### config.mk
export PLATFORM = sky130hd
export DESIGN_NAME = lrc_queue
export DESIGN_NICKNAME = d
export VERILOG_FILES = /design/src/design/lrc_pkg.sv /design/src/design/lrc_queue.sv
export SDC_FILE = /design/constraint.sdc
export NUM_CORES = 1
export LEC_CHECK = 0
export BUFFER_PORTS_ARGS = -buffer_cell sky130_fd_sc_hd__clkbuf_2
export CORE_ASPECT_RATIO = 0.6
export CORE_MARGIN = 2
export CORE_UTILIZATION = 47
export DETAILED_ROUTE_END_ITERATION = 8
export GPL_TIMING_DRIVEN = 0
export PLACE_DENSITY = 0.77
export SYNTH_ARGS = -nofsm -noshare
export SYNTH_HDL_FRONTEND = slang
export SYNTH_SLANG_ARGS = --single-unit
### constraint.sdc
create_clock -name clock -period 4.1 [get_ports clock]
set_input_delay 0.41 -clock clock [delete_from_list [all_inputs] [get_ports clock]]
set_output_delay 0.41 -clock clock [all_outputs]
set_load 0.02 [all_outputs]
### src/design/lrc_pkg.sv
package lrc_pkg;

   localparam int MAX_TAPS     = 16;
   localparam int MAX_CHANNELS = 64;
   localparam int MAX_BATCH    = 8;
   localparam int SAMPLE_WIDTH = 16;

   localparam int TAP_W   = $clog2(MAX_TAPS);
   localparam int CHAN_W  = $clog2(MAX_CHANNELS);
   localparam int BATCH_W = $clog2(MAX_BATCH);
   localparam int TIME_W  = 16;
   localparam int TAP_ADDR_W  = TAP_W + CHAN_W;
   localparam int HIST_ADDR_W = TAP_W + BATCH_W + CHAN_W;
   localparam int PROD_W = 2 * SAMPLE_WIDTH;
   localparam int ACC_W  = PROD_W + TAP_W;

   localparam logic OP_COEF   = 1'b0;
   localparam logic OP_SAMPLE = 1'b1;

   localparam logic [1:0] REG_TAP_COUNT     = 2'd0;
   localparam logic [1:0] REG_CHANNEL_COUNT = 2'd1;
   localparam logic [1:0] REG_BATCH_COUNT   = 2'd2;

   typedef struct packed {
      logic                           is_coef;
      logic [TAP_W-1:0]               tap_index;
      logic [CHAN_W-1:0]              chan;
      logic signed [SAMPLE_WIDTH-1:0] coef;
      logic signed [SAMPLE_WIDTH-1:0] sample;
      logic [TAP_W-1:0]               ring;
      logic [BATCH_W-1:0]             batch;
      logic [TIME_W-1:0]              time_idx;
      logic                           emit;
      logic [TAP_W-1:0]               k_first;
      logic [TAP_W-1:0]               k_last;
   } cmd_type;

   typedef enum logic [1:0] {
      BK_CLEAR,
      BK_IDLE,
      BK_RUN,
      BK_DONE
   } back_state_type;

endpackage

### src/design/lrc_queue.sv
module lrc_queue import lrc_pkg::*; (
   input  logic    clock,
   input  logic    reset,
   input  logic    push,
   input  cmd_type push_cmd,
   input  logic    pop,
   output cmd_type head,
   output logic    empty,
   output logic    full
);

   cmd_type    entry_ff [2];
   logic       wr_ptr_ff, rd_ptr_ff;
   logic [1:0] count_ff;

   assign head  = entry_ff[rd_ptr_ff];
   assign empty = (count_ff == 2'd0);
   assign full  = (count_ff == 2'd2);

   always_ff @(posedge clock) begin
      if (push) entry_ff[wr_ptr_ff] <= push_cmd;
   end

   always_ff @(posedge clock) begin
      if (reset) begin
         wr_ptr_ff <= 1'b0;
         rd_ptr_ff <= 1'b0;
         count_ff  <= 2'd0;
      end else begin
         if (push) wr_ptr_ff <= ~wr_ptr_ff;
         if (pop)  rd_ptr_ff <= ~rd_ptr_ff;
         count_ff <= count_ff + {1'b0, push} - {1'b0, pop};
      end
   end

endmodule

# Yosys cells after proc, flatten, opt, wreduce, memory -nomap -nowiden
# Memories as Yosys holds them, arrays and structs flattened. A register that Yosys moved wholly into a read port is not among the register bits.
# Cells that the tools add are included.
# Widths: inputs -> output; s select.
[classes]
n_mux = 4
n_eq_ne = 1
reduce_logical = 1
bitwise = 2
addsub = 2
[ops]
columns = ["cell", "count"]
rows = [
  ["$mux 1", 4],
  ["$add 2x1->2", 1],
  ["$eq 2x2->1 const B", 1],
  ["$logic_not 2->1", 1],
  ["$not 1->1", 2],
  ["$sub 2x1->2", 1],
]
[word_totals]
mem_bits_rw = 150
in_bits = 79
ff_bits = 4
out_inout_bits = 77
n_memories = 1
word_cells = 14
[mem_list]
columns = ["memory", "depth", "word_bits", "read_ports", "rd_ports_with_merged_regs", "wr", "line_no", "rtl"]
rows = [
  ["entry_ff", 2, 75, 1, 1, 1, "lrc_queue.sv:12", "cmd_type entry_ff [2];"],
]

# Longest topological paths before layout
[logic_depth]
depth_word = 3
ltp_mapped = 6
depth_no_buf = 6

# Worst setup path before layout
# Ideal clock, no wire load.
[synth_timing]
kind = "input -> register"
startpoint = "input port push"
endpoint = "memory entry_ff[0][0] (netlist name) (enable)"
setup_ns = 0.518
t_required_ns = 3.582
path_stages = 1
path_buffers = 0
slack_ns = -0.112
t_arrival_ns = 3.694
path_cell_list = "nor2b_1"
[synth_via]
elab_chain_cells = 2
[synth_rtl]
columns = ["item", "line_no", "rtl"]
rows = [
  ["start: declaration", "lrc_queue.sv:4", "input logic push,"],
  ["$mux 1", "lrc_queue.sv:21", "if (push) entry_ff[wr_ptr_ff] <= push_cmd;"],
  ["$mux 1 (not written as such)", "lrc_queue.sv:21", ""],
  ["end: declaration", "lrc_queue.sv:12", ""],
]
# No other way between the ends.

==> flow_metrics.env <==
export IMPL_drt_iter0_markers=134
export IMPL_pin_count=156
export IMPL_tightestPinTransition_ns=0.572
export IMPL_post_route_cells_drive_above_1_share_pct=61.5
export IMPL_crit_path_top_delay_cell="dfxtp_1"
export IMPL_timing_final_crit_share_pct=50.1
export IMPL_max_cap_viol_count=0
export IMPL_grt_start_max_net_pins=39
export IMPL_gp_routability_congestion=0.708
export IMPL_timing_final_max_slew_violations=0
export IMPL_io_buffer_count=155
export IMPL_tritoncts_num_sinks=155
export IMPL_share_of_synthesized_area_occupied_by_flip_flops_and_latches_pct=79.0
export IMPL_synth_ff_latch_count=155
export IMPL_insertion_delay_ns=0.41
export IMPL_layout_cells_most_common="clkbuf_2"
export IMPL_htree_num_levels=4
export IMPL_irDropWorstVdd_mv=0.292
export IMPL_route_antenna_remaining_nets=0
export IMPL_outcome="finished, final reports clean"
export IMPL_cts_tree="yes"
export IMPL_synth_net_count=335
export IMPL_vias=2914
export IMPL_leakage_dissipation_nw=2.97
export IMPL_hp_class="primary input to flip-flop"
export IMPL_rr_worst_depth=2
export IMPL_area_growth_syn_to_layout_pct=27.9
export IMPL_yosys_warnings=0
export IMPL_fmax_mhz=487
export IMPL_cts_buffers_inserted=17
export IMPL_finalClockSkew_ns=0.00520
export IMPL_slew_limit_headroom_pct=61.8
export IMPL_kind_of_end_point_of_the_critical_path="primary output"
export IMPL_reg2reg_to="entry_ff[1][49]"
export IMPL_endpoint="head[39]"
export IMPL_worst_endpoint_required_ns=3.69
export IMPL_worst_setup_path_type="flip-flop to primary output"
export IMPL_worstPathBufferInverterCount=3
export IMPL_timing_hold_violations_final=0
export IMPL_ys_types=13
export IMPL_drt_pass1_iterations=4
export IMPL_detail_route_wirelength_met1_mm=4.51
export IMPL_routedWlPerCell_um=16.3
export IMPL_syn_inst=254
export IMPL_rows=31
export IMPL_initial_antenna_violation_count=0
export IMPL_die_height_um=90.3
export IMPL_met3_wirelength_um=773
export IMPL_route_final_wire_length_mm=9.92
export IMPL_dieWidth_um=148
export IMPL_final_min_clock_period_ns=2.05
export IMPL_p_int_w=0.00298
export IMPL_synthesis_area_um2=5830
export IMPL_worst_path_clk_slew_ns=0.06
export IMPL_cpPeakStageDelay_ns=0.36
export IMPL_met2_layer_wire_length_in_the_routed_design_mm=4.54
export IMPL_top_layer_used="met4"
export IMPL_holdPathStages=1
export IMPL_globalRoute_totalOverflow=0
export IMPL_combinationalPowerShare_pct=13.3
export IMPL_worstSetupPathDepth=4
export IMPL_detail_route_vias_per_cell=4.78
export IMPL_worst_path_dominant_cell_family="buffers and inverters"
export IMPL_route_detailed_drc=0
export IMPL_mostFrequentLayoutCells="clkbuf_2, edfxtp_1, mux2_4, mux2_2, clkbuf_16"
export IMPL_setup_failing_eps_final=0
export IMPL_power_per_cell_area_nw_per_um2=522
export IMPL_dpl_worst_slack_ns=2.34
export IMPL_start_util_pct=48.3
export IMPL_clk_path_buf_depth=2
export IMPL_cp_cell_instances="buf_6, buf_6, mux2_4, clkbuf_2"
export IMPL_power_clock_fraction_pct=38.6
export IMPL_setup_worst_path_start_class="flip-flop"
export IMPL_root_buffer="clkbuf_16"
export IMPL_rsz_0062_raised_after_global_routing="no"
export IMPL_design_die_area_um2=13300
export IMPL_start_of_the_worst_register_to_register_path="wr_ptr_ff"
export IMPL_gr_usage_all_layers_pct=15.6
export IMPL_number_of_global_route_vias_before_repair=3071
export IMPL_minimum_setup_slack_among_reg_to_reg_paths_ns=2.51
export IMPL_fillerInstances=861
export IMPL_hp_start="push_cmd[46]"
export IMPL_detailedPlacementHpwl_mm=6.89
export IMPL_first_pass_grt_wire_length_mm=15.5
export IMPL_synth_area_per_cell_um2=23.0
export IMPL_holdBufCountCts=0
export IMPL_fin_setup_tns_ns=0
export IMPL_dp_cells=577
export IMPL_num_nets_final=512
export IMPL_cts_repair_timing_setup_buffer_count=0
export IMPL_crit_path_max_fanout=10
export IMPL_antenna_cells_inserted=0
export IMPL_fp_coreArea_um2=12100
export IMPL_total_power_w=0.00389
export IMPL_critical_path_top_cell_by_count="buf_6"
export IMPL_final_cell_count_no_fill=609
export IMPL_arrival_ns=1.64
export IMPL_power_share_sequential_pct=48.1
export IMPL_power_share_switching_pct=23.4
export IMPL_cts_resized=0
export IMPL_p_sw_w=0.000913
export IMPL_final_setup_worst_slack_ns=2.05
-- cell families (layout without fill, tap and decap cells) --
| logic type | count (synthesis) | after routing | synth area share, % |
|---|---|---|---|
| multiplexers | 75 | 75 | 17.7 |
| AND/OR/NAND/NOR | 9 | 9 | 0.751 |
| flip-flops | 155 | 155 | 79.0 |
| buffers and inverters | 10 | 200 | 1.46 |
| adder cells (fa/ha/maj) | 2 | 2 | 0.429 |
| XOR/XNOR | 3 | 3 | 0.687 |
-- power groups by stage --
stage | combinational, W | sequential [W] | clock [W]
after global routing | 0.000554 | 0.00188 | 0.00161
after global placement | 0.000501 | 0.00191 | 0
after CTS | 0.000525 | 0.00188 | 0.00154
after detailed placement | 0.000523 | 0.00191 | 0
after floorplan | 0.000344 | 0.00191 | 0
final | 0.000518 | 0.00187 | 0.00150
-- synthesized netlist by cell type --
cell	count	share of area, %
dfxtp_1	5	1.7
inv_1	2	0.13
nor2_1	5	0.32
edfxtp_1	150	77
xnor2_1	2	0.30
mux2_4	50	13
and2_1	1	0.11
nor2b_1	3	0.32
mux2_2	25	4.8
buf_6	6	1.2
xnor3_1	1	0.39
ha_1	2	0.43
buf_2	2	0.17
-- final cells by class --
class | count | area, um^2 | area share (%)
Inverter | 2 | 7.51 | 0.101
Sequential cell | 155 | 4600 | 61.7
Multi-Input combinational cell | 89 | 1150 | 15.4
Tap cell | 165 | 206 | 2.77
Buffer | 8 | 77.6 | 1.04
Clock inverter | 13 | 144 | 1.93
Clock buffer | 19 | 433 | 5.80
Timing Repair Buffer | 158 | 836 | 11.2
-- worst min-delay path by stage --
stage,to,slack (ns)
final,entry_ff[1][46],0.19
after detailed placement,rd_ptr_ff,0.51
after global placement,flip-flop,0.49
after CTS,entry_ff[1][46],0.17
after floorplan,flip-flop,0.48
after global routing,entry_ff[0][22],0.17
-- flip-flops by register name (all words and copies together) (netlist names), named ones only --
register and flops:
entry_ff 150, count_ff 2, rd_ptr_ff 1, wr_ptr_ff 1
-- per-layer routing --
metal | track usage [%] | vias up
li1 | - | 1359
met1 | 20.0 | 1427
met2 | 24.0 | 116
met3 | 6.26 | 12
met4 | 5.93 | 0
met5 | 0 | -
-- metrics by stage --
stage	hold WS [ns]	util, %	instance area, um^2
final	0.188	61.8	7460
after CTS	0.168	61.8	7460
after detailed placement	0.506	57.1	6880
after global routing	0.169	61.8	7460
after floorplan	0.480	-	5830
after global placement	0.492	56.5	6820
Note: power is estimated with default switching activity, not from simulation.
