$ cat config.mk
export PLATFORM = sky130hd
export DESIGN_NAME = lrc_front
export DESIGN_NICKNAME = d
export VERILOG_FILES = /design/src/design/lrc_pkg.sv /design/src/design/lrc_front.sv
export SDC_FILE = /design/constraint.sdc
export NUM_CORES = 1
export LEC_CHECK = 0
export BUFFER_PORTS_ARGS = -buffer_cell sky130_fd_sc_hd__buf_2
export CAP_MARGIN = 15
export CORE_AREA = 2 2 88 90
export CTS_CLUSTER_SIZE = 40
export DETAILED_ROUTE_END_ITERATION = 12
export DIE_AREA = 0 0 90 92
export PLACE_DENSITY_LB_ADDON = 0.1
export SETUP_SLACK_MARGIN = 0.5
export SLEW_MARGIN = 20
export SYNTH_ARGS = -nofsm -noshare
export SYNTH_HDL_FRONTEND = slang
export SYNTH_SLANG_ARGS = --single-unit
$ cat constraint.sdc
create_clock -name clock -period 4.4 [get_ports clock]
set_input_delay 0.22 -clock clock [delete_from_list [all_inputs] [get_ports clock]]
set_output_delay 0.22 -clock clock [all_outputs]
set_load 0.02 [all_outputs]
$ cat src/design/lrc_pkg.sv
package lrc_pkg;

   localparam int MAX_TAPS     = 16;
   localparam int MAX_CHANNELS = 64;
   localparam int MAX_BATCH    = 8;
   localparam int SAMPLE_WIDTH = 16;

   localparam int TAP_W   = $clog2(MAX_TAPS);
   localparam int CHAN_W  = $clog2(MAX_CHANNELS);
   localparam int BATCH_W = $clog2(MAX_BATCH);
   localparam int TIME_W  = 16;
   localparam int TAP_ADDR_W  = TAP_W + CHAN_W;
   localparam int HIST_ADDR_W = TAP_W + BATCH_W + CHAN_W;
   localparam int PROD_W = 2 * SAMPLE_WIDTH;
   localparam int ACC_W  = PROD_W + TAP_W;

   localparam logic OP_COEF   = 1'b0;
   localparam logic OP_SAMPLE = 1'b1;

   localparam logic [1:0] REG_TAP_COUNT     = 2'd0;
   localparam logic [1:0] REG_CHANNEL_COUNT = 2'd1;
   localparam logic [1:0] REG_BATCH_COUNT   = 2'd2;

   typedef struct packed {
      logic                           is_coef;
      logic [TAP_W-1:0]               tap_index;
      logic [CHAN_W-1:0]              chan;
      logic signed [SAMPLE_WIDTH-1:0] coef;
      logic signed [SAMPLE_WIDTH-1:0] sample;
      logic [TAP_W-1:0]               ring;
      logic [BATCH_W-1:0]             batch;
      logic [TIME_W-1:0]              time_idx;
      logic                           emit;
      logic [TAP_W-1:0]               k_first;
      logic [TAP_W-1:0]               k_last;
   } cmd_type;

   typedef enum logic [1:0] {
      BK_CLEAR,
      BK_IDLE,
      BK_RUN,
      BK_DONE
   } back_state_type;

endpackage

$ cat src/design/lrc_front.sv
module lrc_front import lrc_pkg::*; (
   input  logic                           clock,
   input  logic                           reset,
   input  logic                           csr_write_enable,
   input  logic [1:0]                     csr_index,
   input  logic [6:0]                     csr_write_data,
   input  logic                           accept,
   input  logic                           req_operation,
   input  logic [3:0]                     req_tap_index,
   input  logic [5:0]                     req_coef_channel,
   input  logic signed [SAMPLE_WIDTH-1:0] req_coefficient,
   input  logic signed [SAMPLE_WIDTH-1:0] req_sample,
   input  logic                           req_final_step,
   output cmd_type                        cmd
);

   logic [4:0] tap_count_ff;
   logic [6:0] channel_count_ff;
   logic [3:0] batch_count_ff;
   logic [CHAN_W-1:0]  chan_ff, chan_in;
   logic [BATCH_W-1:0] batch_ff, batch_in;
   logic [TIME_W-1:0]  time_ff, time_in;
   logic [TAP_W-1:0]   ring_ff, ring_in;
   logic [4:0]         seen_ff, seen_in;

   logic [4:0] taps, seen, avail, first, lastk;
   logic [6:0] nc;
   logic [3:0] nb;
   logic [CHAN_W-1:0]  c;
   logic [BATCH_W-1:0] b;
   logic [6:0] c_inc;
   logic [3:0] b_inc;

   always_ff @(posedge clock) begin
      if (reset) begin
         tap_count_ff     <= 5'd16;
         channel_count_ff <= 7'd64;
         batch_count_ff   <= 4'd1;
      end else if (csr_write_enable) begin
         case (csr_index)
            REG_TAP_COUNT:     tap_count_ff     <= csr_write_data[4:0];
            REG_CHANNEL_COUNT: channel_count_ff <= csr_write_data;
            REG_BATCH_COUNT:   batch_count_ff   <= csr_write_data[3:0];
            default: ;
         endcase
      end
   end

   always_comb begin
      taps = (tap_count_ff == 5'd0) ? 5'd1 : (tap_count_ff > 5'd16) ? 5'd16 : tap_count_ff;
      nc = (channel_count_ff == 7'd0) ? 7'd1 :
           (channel_count_ff > 7'd64) ? 7'd64 : channel_count_ff;
      nb = (batch_count_ff == 4'd0) ? 4'd1 : (batch_count_ff > 4'd8) ? 4'd8 : batch_count_ff;
      c = ({1'b0, chan_ff} < nc) ? chan_ff : '0;
      b = ({1'b0, batch_ff} < nb) ? batch_ff : '0;
      seen = (seen_ff >= 5'd16) ? 5'd16 : seen_ff + 5'd1;
      avail = (seen < taps) ? seen : taps;
      first = req_final_step ? avail : taps;
      lastk = req_final_step ? 5'd0 : taps - 5'd1;

      cmd.is_coef   = (req_operation == OP_COEF);
      cmd.tap_index = req_tap_index;
      cmd.chan      = (req_operation == OP_COEF) ? req_coef_channel : c;
      cmd.coef      = req_coefficient;
      cmd.sample    = req_sample;
      cmd.ring      = ring_ff;
      cmd.batch     = b;
      cmd.time_idx  = time_ff;
      cmd.emit      = req_final_step || (seen >= taps);
      cmd.k_first   = 4'(first - 5'd1);
      cmd.k_last    = lastk[3:0];

      c_inc = {1'b0, c} + 7'd1;
      b_inc = {1'b0, b} + 4'd1;
      chan_in = chan_ff;
      batch_in = batch_ff;
      time_in = time_ff;
      ring_in = ring_ff;
      seen_in = seen_ff;
      if (accept && req_operation == OP_SAMPLE) begin
         chan_in = c_inc[CHAN_W-1:0];
         batch_in = b;
         if (c_inc >= nc) begin
            chan_in = '0;
            batch_in = b_inc[BATCH_W-1:0];
            if (b_inc >= nb) begin
               batch_in = '0;
               if (req_final_step) begin
                  time_in = '0;
                  ring_in = '0;
                  seen_in = '0;
               end else begin
                  time_in = time_ff + 16'd1;
                  ring_in = ring_ff + 4'd1;
                  seen_in = seen;
               end
            end
         end
      end
   end

   always_ff @(posedge clock) begin
      if (reset) begin
         chan_ff  <= '0;
         batch_ff <= '0;
         time_ff  <= '0;
         ring_ff  <= '0;
         seen_ff  <= '0;
      end else begin
         chan_ff  <= chan_in;
         batch_ff <= batch_in;
         time_ff  <= time_in;
         ring_ff  <= ring_in;
         seen_ff  <= seen_in;
      end
   end

endmodule

# After elaboration in Yosys (flattened, before gate mapping)
# Cells that the tools add are included.
dict set report op_classes {
  order_cmp 10
  bitwise_logic 1
  reduce_logical 10
  addsub 7
  muxes 19
  n_eq_ne 2
}
# op n
set ops {}
lappend ops {{two-way mux 4 bit} 6}
lappend ops {{two-way mux 5 bit} 4}
lappend ops {{two-way mux 6 bit} 3}
lappend ops {{adder 16 x 1 -> 16 bit (second input constant)} 1}
lappend ops {{two-way mux 16 bit} 1}
lappend ops {{two-way mux 7 bit} 2}
lappend ops {{two-way mux 3 bit} 3}
lappend ops {{subtractor 4 x 1 -> 4 bit (second input constant)} 2}
lappend ops {{adder 6 x 1 -> 7 bit (second input constant)} 1}
lappend ops {{greater-or-equal comparator 7 bit} 1}
lappend ops {{greater-than comparator 7 bit (second input constant)} 1}
lappend ops {{zero test 7 bit} 1}
lappend ops {{less-than comparator 6 x 7 -> 1 bit} 1}
lappend ops {{AND reduction 2 bit} 3}
lappend ops {{adder 5 x 1 -> 5 bit (second input constant)} 1}
lappend ops {{greater-or-equal comparator 5 bit} 1}
lappend ops {{greater-or-equal comparator 5 bit (second input constant)} 1}
lappend ops {{greater-than comparator 5 bit (second input constant)} 1}
lappend ops {{zero test 5 bit} 1}
lappend ops {{less-than comparator 5 bit} 1}
lappend ops {{adder 3 x 1 -> 4 bit (second input constant)} 1}
lappend ops {{adder 4 x 1 -> 4 bit (second input constant)} 1}
lappend ops {{greater-or-equal comparator 4 bit} 1}
lappend ops {{greater-than comparator 4 bit (second input constant)} 1}
lappend ops {{other kinds (9)} 9}
dict set report totals {
  word_cells 57
  regBits 50
}

# Logic depth before layout (Yosys ltp)
# Gate-level depths: netlist of the first run.
dict set report depth {
  word_depth 9
  mapped_depth 21
  ltp_nobuf 18
}

# Worst setup path before layout of the first run
# No wires, ideal clock.
dict set report synth_timing {
  path_type {register to register}
  start {register channel_count_ff[6]}
  end {register time_ff[10]}
  stages_incl_launch_ff 22
  arrival_time_ps 3970
  setup_slack_ps 361
  path_cell_list {dfxtp_1 > inv_1 > nand2_1 > ha_1 > a211oi_1 > o21ai_0 > o21ai_1 > buf_2 > and2_1 > ha_1 > nand3_1 > xnor2_1 > and2_1 > ha_1 > a21o_1 > a211oi_1 > o21ai_2 > and4_1 > clkbuf_1 > a21o_1 > buf_2 > a21oi_1}
}
dict set report synth_via {
  elab_chain_cells 8
}
# item line
set synth_rtl {}
lappend synth_rtl {{start: declaration} lrc_front.sv:18} ;# logic [6:0] channel_count_ff;
lappend synth_rtl {{start signal: assignment} lrc_front.sv:42} ;# REG_CHANNEL_COUNT: channel_count_ff <= csr_write_data;
lappend synth_rtl {{greater-than comparator 7 bit} lrc_front.sv:52} ;# (channel_count_ff > 7'd64) ? 7'd64 : channel_count_ff;
lappend synth_rtl {{two-way mux 7 bit} lrc_front.sv:52}
lappend synth_rtl {{two-way mux 7 bit *} lrc_front.sv:51} ;# nc = (channel_count_ff == 7'd0) ? 7'd1 :
lappend synth_rtl {{less-than comparator 6 x 7 -> 1 bit} lrc_front.sv:54} ;# c = ({1'b0, chan_ff} < nc) ? chan_ff : '0;
lappend synth_rtl {{two-way mux 6 bit} lrc_front.sv:54}
lappend synth_rtl {{adder 6 x 1 -> 7 bit} lrc_front.sv:73} ;# c_inc = {1'b0, c} + 7'd1;
lappend synth_rtl {{greater-or-equal comparator 7 bit *} lrc_front.sv:83} ;# if (c_inc >= nc) begin
lappend synth_rtl {{AND reduction 3 bit (no source line) *} --}
lappend synth_rtl {{end signal: assignment} lrc_front.sv:112} ;# time_ff <= time_in;
lappend synth_rtl {{end: declaration} lrc_front.sv:22} ;# logic [TIME_W-1:0] time_ff, time_in;
# Mark *: on every way between the ends. The rest lies on a longest branch, timed or not.
# A chain may end at the register's enable or synchronous reset.

# Worst setup path in the final report of the first run
dict set report layout_timing {
  start {register channel_count_ff[6]}
  end {register time_ff[8]}
}
# The elaborated chain is that of the path after synthesis.

==> reports/results.txt, run 1 <==
The run finished with clean final reports. The tools report the startpoint of the worst register-to-register path as channel_count_ff[6]. The mean routed wirelength per cell is 15.13 µm. The fraction of final layout cells with drive strength greater than 1 is 0.3048. Data on the critical path arrives at its endpoint at 4.14 ns. The detailed-route DRC error count is 0. In this run the worst path has a maximum fanout of 7. The worst register-to-register path ends at time_ff[8]. The worst path buffer plus inverter count works out to 4.

By area the synthesized netlist is led by dfxtp_1 (28%), ha_1 (11%), buf_4 (7.6%). The number of buffers added on ports is 59, and the via count of the first global-routing pass is 3,085. The logs give 4.65 ns for the required time of the worst setup path and 2 for the count of H-tree levels built during CTS.

The setup check on the worst reg-to-reg path leaves a slack of 0.51 ns. The finished layout cell area came out at 4348 µm². The run gives 0.4532 as the worst slew margin relative to its limit.

Walking the worst path, the cells encountered are inv_6 -> buf_6 -> nand2_4 -> ha_4 -> nand4b_1 -> o22ai_1 -> o21ai_2 -> buf_4 -> and2_4 -> ha_4 -> buf_4 -> xnor2_2 -> ha_1 -> a21o_1 -> a31oi_4 -> o21ai_4 -> nand4_4 -> or4_4 -> a21oi_2. The maximum vdd drop is 0.1378 mV. The minimum setup slack in the final design was 0.5122 ns. The kind of cell with the highest combined delay along the critical path is simple AND/OR/NAND/NOR gates.

The top cell type's share of synthesized area was 0.2799; the maximum operating frequency was 0.2572 GHz. For the total cell area at the placement stage, the log shows 3675 µm². The final wirelength was 9.137 mm; the worst setup slack after placement was 0.2415 ns. The number of nets handed over by synthesis was 543. Synthesis inferred 50 register bits. The congestion estimate from routability-driven global placement came to 0.8114. Insertion delay of the later-clocked pin in the worst-skew pair: 0.31 ns.

Following the worst setup path forward leads to its endpoint at time_ff[8]. The critical path crosses 19 cells after its start point. The worst setup path is captured at a flop.

For the worst flop-to-flop path, the logic depth is 19. In this run, CTS created clock tree buffers numbering 5. The layout has 703 filler cells. Tracing the worst setup path back leads to its startpoint at channel_count_ff[6]. The critical path in this run is classified as reg2reg. The tools report the number of antenna diodes as 0. The final-report hold violation count was 0; the final critical delay including setup and external delays was 3.888 ns. The die height works out to 92 µm.

The average size of a mapped cell is 7.859 µm². The net count reported at finish was 589. Counting along the longest clock path gives a buffer depth of 2. Row generation in the floorplan step produced 32 rows. Clock tree synthesis found a total of 50 sinks. Summing every instance area after synthesis gives 3576 µm². The class of the worst hold path is in2reg.

The slowest stage of the critical path belongs to the cell or4_4. The core utilization of the finished layout was 0.5838; the aggregate global routing overflow was 0. The power density over the cells was 211.1 nW/µm². The pin count of the biggest net entering global routing was 44.

The first global-routing pass estimated 14.48 mm of wire. The clock tree root driver cell was clkbuf_8. Clock-pin slew was measured on the worst setup and hold paths at 0.10 ns. Between clock sinks in the finished design, the worst skew comes to 0.007273 ns. The number of antenna-violating nets in the routed design is 0. The total of warnings raised by yosys is 0. The effective utilization at floorplan is 0.4802. The tools report the category of the worst setup path launch point as a flop. The detailed placer's ending HPWL was 5.785 mm; the horizontal extent of the die was 90 µm. The count of final setup violators is 0. The number of different library cells in the post-synthesis netlist came out at 52. Length of the first detailed-routing pass in iterations: 5. Adding up every negative setup slack in the final design gives 0 ns. The detail-routed via count per cell is 5.536, and the final number of max-transition violations is 0. For the core area, the log shows 7447 µm². The part of the Yosys area used for sequential elements was 0.2799. Setup repair after global routing could not meet its margin everywhere. The actual transition at the worst max-transition pin came out at 0.8202 ns. The area growth from synthesis to layout is 21.59%. The floorplan step defined a die boundary enclosing 8280 µm². The final critical-path share of the clock period is 0.8836. The first routing iteration left 100 violations. TritonCTS built the clock tree.

After technology mapping, the gate count stands at 455. The leakage power summed over all cells came out at 1.879 nW. The initial antenna violation count came out at 0.

The total of max-cap violations is 0. 132 I/O pins were placed. The biggest area contributor in the post-synthesis netlist is dfxtp_1. On the worst path, the slowest cell contributes a delay of 0.59 ns. Hold timing on the final database bottoms out at a slack of 0.1608 ns.

The via count of the routed design is 3,344, and the aggregate global-route resource usage is 0.2063.
-- repair_timing --
action	CTS	global route
buffers inserted	21	10
hold buffers	0	0
cloned	2	0
resized for setup	27	37
setup endpoints to repair	33	32
pin swaps	13	31
-- cell families after synthesis --
kind of cell | Yosys count | share of synthesized area
xor gates and xnor gates | 10 | 0.02449
buffers and inverters | 79 | 0.1253
DFF | 50 | 0.2799
and+or+nand+nor | 178 | 0.2582
AOI/OAI and AO/OA | 92 | 0.1610
muxes | 15 | 0.04269
adders and majority gates | 31 | 0.1085
-- cell usage in the layout (no fill, tap or decap), types with 7 or more instances in the layout --
cell and instances:
buf_2 59, dfxtp_1 49, nor2_1 47, nand2_1 39, a21oi_1 32, buf_4 25
ha_1 24, nand3_1 22, inv_1 20, mux2i_1 13, a31oi_1 10, buf_6 9
nor3_1 8, o21ai_0 8, o31ai_1 8, nand4b_1 7, or4_1 7, ha_4 7
-- state kept, by name (all words and copies together) (netlist names) --
register / cells
seen_ff: 5
batch_count_ff: 4
ring_ff: 4
tap_count_ff: 5
chan_ff: 6
channel_count_ff: 7
batch_ff: 3
time_ff: 16
-- where the power goes --
group          switching [mW]  leakage [nW]  internal (mW)
logic                  0.0933          1.43         0.0654
registers             0.00772         0.404          0.458
clock network           0.163        0.0489          0.130
total                   0.264          1.88          0.654
-- metal layers --
layer,track usage,part of all wire
met4,0.05385,0.010
met3,0.03533,0.035
met2,0.3490,0.49
met1,0.2731,0.46
met5,0,0
-- tightest hold or removal path, cell delays in order --
cell	delay [ns]
buf_2	0.09
mux2i_1	0.06
nor2_1	0.07
-- cell usage after synthesis, drive strengths merged --
cell type	n
a31o	1
a21oi	35
xnor2	6
nor3	9
mux2i	13
dfxtp	50
ha	31
o31ai	8
clkbuf	14
nor2	47
nand3b	2
nor4	1
a31oi	11
and4	3
nand4b	7
or2	1
nor2b	3
nand3	25
and3	4
o21a	1
xor2	4
a221oi	2
and2	8
nand4	3
o211ai	1
nand2b	4
or4	10
a21boi	1
mux2	2
o21ai	18
a211oi	3
nor3b	1
o22ai	1
a41oi	1
a21o	4
o21bai	1
o41ai	1
or3	6
inv	21
a211o	2
a2111oi	1
buf	44
nand2	44
-- worst min path at each step --
stage | startpoint | end | slack, ns | cells after the start
global placement | req_coefficient[8] | cmd[56] | 0.44 | 0
global route | csr_write_data[4] | tap_count_ff[4] | 0.16 | 2
detailed placement | req_coefficient[8] | cmd[56] | 0.44 | 0
finish | csr_write_data[5] | channel_count_ff[5] | 0.16 | 3
floorplan | csr_write_data[4] | tap_count_ff[4] | 0.34 | 1
CTS | csr_write_data[5] | channel_count_ff[5] | 0.15 | 3
-- area by class of cell --
type                            instances  area [µm²]  share of cell area
Sequential cell                        50        1005              0.2311
Timing Repair Buffer                   95       614.3              0.1413
Tap cell                              102       127.6             0.02935
Clock inverter                          1       8.758            0.002014
Multi-Input combinational cell        328        2422              0.5571
Clock buffer                            7       86.33             0.01986
Inverter                               21       83.83             0.01928
-- metrics by stage --
| stage | instances | power, mW |
|---|---|---|
| final | 604 | 0.9180 |
| after global routing | 604 | 0.9601 |
| after CTS | 594 | 0.9112 |
| after detailed placement | 563 | 0.5975 |
| after global placement | 563 | 0.5967 |
| after floorplan | 455 | 0.6089 |
(Power assumes the default switching activity.)
==> run 2, diff against run 1 <==
ABC_AREA = 1   (was not set)
CORE_AREA = 2 2 87 89   (was 2 2 88 90)
DIE_AREA = 0 0 89 91   (was 0 0 90 92)
==> run 2 against run 1 <==
Against the previous run:
- sequential share of layout area up 3.1 points
- largest cell class unchanged
- sequential cell count unchanged
- via count down 4.5%
- power down 0.25%
- count of clock-buffer cells in the layout down 1
- global-route usage down 1.5 points
- clock skew down 0.0014 ns
- cell count up 6.5%
==> reports/results.txt, run 2 <==
For this run, the number of Yosys warnings is 0. In the final design database the tool counted 631 nets. From left edge to right edge, the die measures 89 µm. Final hold analysis gives a worst-case slack of 0.1360 ns.

The clock period could shrink to 3.696 ns. The number of CTS-inserted buffers was 5. The run gives 5.801 mm as the detailed placer's ending HPWL.

The largest total area in the synthesized netlist belongs to dfxtp_1. Sequential cell area in the final layout: 1001 µm². The run gives 0 as the number of antenna diodes.

For the count of fill cells added during filler insertion, the log shows 758. In the synthesized netlist, the cells that appear most often are nand2_1 (100), nor2_1 (68), inv_1 (59). The final critical-path share of the clock period is 0.8400, and the number of antenna-violating nets in the routed design is 0. The floorplan step defined a die boundary enclosing 8099 µm². In the post-synthesis netlist, the biggest area contributors are dfxtp_1 (29%), ha_1 (11%), nand2_1 (11%). For the via count of the first global-routing pass, the log shows 2,825.

For the aggregate negative setup slack, the log shows 0 ns. The category of the worst setup path launch point is a flop. Count of boundary I/O pins: 132.

The most frequent cell after synthesis was nand2_1. The total overflow left after global routing is 0. For this design the static power due to leakage is 1.791 nW. The most common cell after layout, fill and taps aside is nand2_1. The fraction of final layout cells with drive strength greater than 1 was 0.2096. VDD sags by at most 0.1155 mV. The register with the most flip-flops in the layout has 16 of them. The first routing iteration left 205 violations. The total of max-cap violations came out at 0. For the total standard cell area after synthesis, the log shows 3475 µm². The tools report the worst slew margin relative to its limit as 0.4762. The tools report the insertion delay of the later-clocked pin in the worst-skew pair as 0.30 ns. Walking the worst path, the cells encountered are inv_4 -> nand2_2 -> ha_1 -> a21oi_1 -> nor2_1 -> a21oi_2 -> nand2_2 -> nor2_4 -> ha_2 -> nand3_1 -> inv_1 -> nand2_1 -> and2_1 -> ha_1 -> nand3_1 -> o211ai_4 -> nand2_4 -> o21ai_4 -> clkinvlp_4 -> nand2_1 -> a21oi_1. The share of the synthesized netlist area taken by xor and xnor gates works out to 0.01008. Register with the highest flop count: time_ff. The mean routed wirelength per cell is 12.21 µm. The adder-cell area share of the yosys netlist is 0.1116.

The async set-reset flop share out of synthesis works out to 0. Clock tree synthesis found a total of 50 sinks. The library cells used most frequently in the layout, excluding fill and tap cells, are nand2_1 (99), nor2_1 (62), inv_1 (59), buf_2 (59), dfxtp_1 (50). The critical-path maximum fanout works out to 11.

TritonCTS built the clock tree. The H-tree was split into 2 levels. The netlist uses 39 different library cells. STA classifies the critical path endpoint as a flop. On the worst path, the slowest cell contributes a delay of 0.33 ns. The count of final setup violators was 0. The slowest stage of the critical path belongs to the cell dfxtp_1.

Main combinational cell family by area after synthesis: simple AND/OR/NAND/NOR gates. Top flip-flop cell by instance count after synthesis: dfxtp_1. Entering global routing, the biggest net connects 18 pins. The synthesized-area fraction occupied by ao, oa, aoi and oai cells was 0.1476. The tree is rooted in a clkbuf_8. Based on the critical path, the design can be clocked at up to 0.2706 GHz. The count of buffers added on input and output ports is 59. Synthesis handed over a netlist of 509 instances. After clock tree synthesis, the clock-pin slew on the worst setup and hold paths is 0.10 ns.

The final number of max-transition violations is 0. The number of non-filler instances in the completed layout was 643; the total power consumption of the routed design was 0.9157 mW. The final weighted congestion in routability-driven placement is 0.8270. Power density over the cells: 239.9 nW/µm². The worst setup path is of the reg2reg kind.

Yosys mapped a number of flops with a built-in enable equal to 0. For the post-synthesis net count, the log shows 597. For the pin with the worst max-slew slack, the measured transition is 0.7798 ns. At the worst endpoint, the arrival time is 3.90 ns. The tools report the initial antenna violation count as 0.

The final layout contains routed wiring with a total length of 7.854 mm. The number of buffers on the longest clock path is 2, and the detail-routed via count per cell is 4.967. The largest registers in the layout are time_ff (16), channel_count_ff (7), chan_ff (6). The required time of the worst setup path is 4.61 ns, and the effective utilization at floorplan is 0.4869. The flow ran to the end, and the final reports show no timing, DRC or antenna violations.

The die is 91 µm tall. The run gives 0 as the detailed-route DRC error count. The flip-flop and latch count after synthesis is 50, and the part of the Yosys area used for sequential elements is 0.2881. Clock skew on the completed layout was measured at 0.005881 ns. Detailed routing inserted a total of 3,194 vias.

The average size of a mapped cell is 6.826 µm². The first global-routing pass estimated 12.79 mm of wire. The pre-antenna-repair detailed-routing pass consisted of 4 iterations. The portion of netlist area occupied by mux cells came out at 0. The class of the worst hold path was in2reg. The area share of and/or/nand/nor cells after synthesis is 0.2812. Setup repair after global routing left no endpoint under its margin.

The top cell type's share of synthesized area was 0.2881; the total area of multi-input combinational cells was 1981 µm². The area growth from synthesis to layout is 9.867%. In this run, post-CTS hold repair placed 0 buffers. Counting tap cells, the placed design contains a total of 624 instances. For the core area, the log shows 7137 µm². For the aggregate global-route resource usage, the log shows 0.1918. For the final-report hold violation count, the log shows 0. The tools report the number of rows in the core area as 31.
-- run 2: cell count changes after synthesis, sizes merged, moves of 7 or more --
cell | before | now
nand2 | 44 | 105
inv | 21 | 65
nor2 | 47 | 71
o21ai | 18 | 41
mux2i | 13 | 0
clkbuf | 14 | 2
or4 | 10 | 0
a31oi | 11 | 2
o31ai | 8 | 0
nand4b | 7 | 0
-- run 2: through the flow --
step                instance area [µm²]  utilization  setup slack, ns
finish                             3817       0.5349           0.7040
global placement                   3585       0.5023           0.6776
detailed placement                 3585       0.5023           0.4197
CTS                                3689       0.5168           0.4303
global route                       3817       0.5349           0.4596
floorplan                          3475            -            1.025
-- run 2: area by class of cell --
class	instances	area share
clock buffer	6	0.02163
inverter	65	0.06457
sequential	50	0.2622
clock inverter	2	0.003278
tap	99	0.03245
timing repair buffer	68	0.09505
timing repair inverter	1	0.001967
multi-input combinational	352	0.5188
-- run 2: kinds of logic (layout without fill, tap and decap cells) --
| kind of cell | after synthesis | in the layout |
|---|---|---|
| XOR/XNOR | 4 | 4 |
| buffers and inverters | 109 | 142 |
| flip-flops | 50 | 50 |
| AND/OR/NAND/NOR | 224 | 226 |
| AO/OA/AOI/OAI | 91 | 91 |
| adder cells (fa/ha/maj) | 31 | 31 |
-- run 2: repair_timing --
| action | in CTS | in global routing |
|---|---|---|
| resized for setup | 1 | 16 |
| endpoints found under the setup margin | 15 | 34 |
| pin swaps | 1 | 4 |
| gates cloned | 1 | 2 |
| setup buffers | 0 | 8 |
-- run 2: worst paths after layout --
path | startpoint | to | slack (ns) | cells past startpoint
max | channel_count_ff[6] | time_ff[13] | 0.70 | 21
min | csr_write_data[6] | channel_count_ff[6] | 0.14 | 3
max reg2reg | channel_count_ff[6] | time_ff[13] | 0.70 | 21
min reg2reg | batch_ff[0] | batch_ff[0] | 0.47 | 2
-- run 2: routing by layer --
layer,share of wire,global-route usage,routed length [µm],up-vias
met5,0,0,0,-
met4,0.0070,0.03980,55,0
met3,0.057,0.02727,444,12
met2,0.45,0.3072,3497,85
met1,0.49,0.2732,3856,1414
li1,-,-,-,1683
-- run 2: critical path: cells and delay by family (launching register included) --
kind | cells | cell delay, ns
AND/OR/NAND/NOR | 10 | 1.14
AO/OA/AOI/OAI | 5 | 0.92
adder cells (fa/ha/maj) | 3 | 0.80
buffers and inverters | 3 | 0.40
flip-flops | 1 | 0.33
-- run 2: power breakdown --
part           switching (mW)  internal [mW]  leakage [nW]
sequential            0.00860          0.463         0.405
clock                   0.158          0.127        0.0472
combinational           0.103         0.0562          1.34
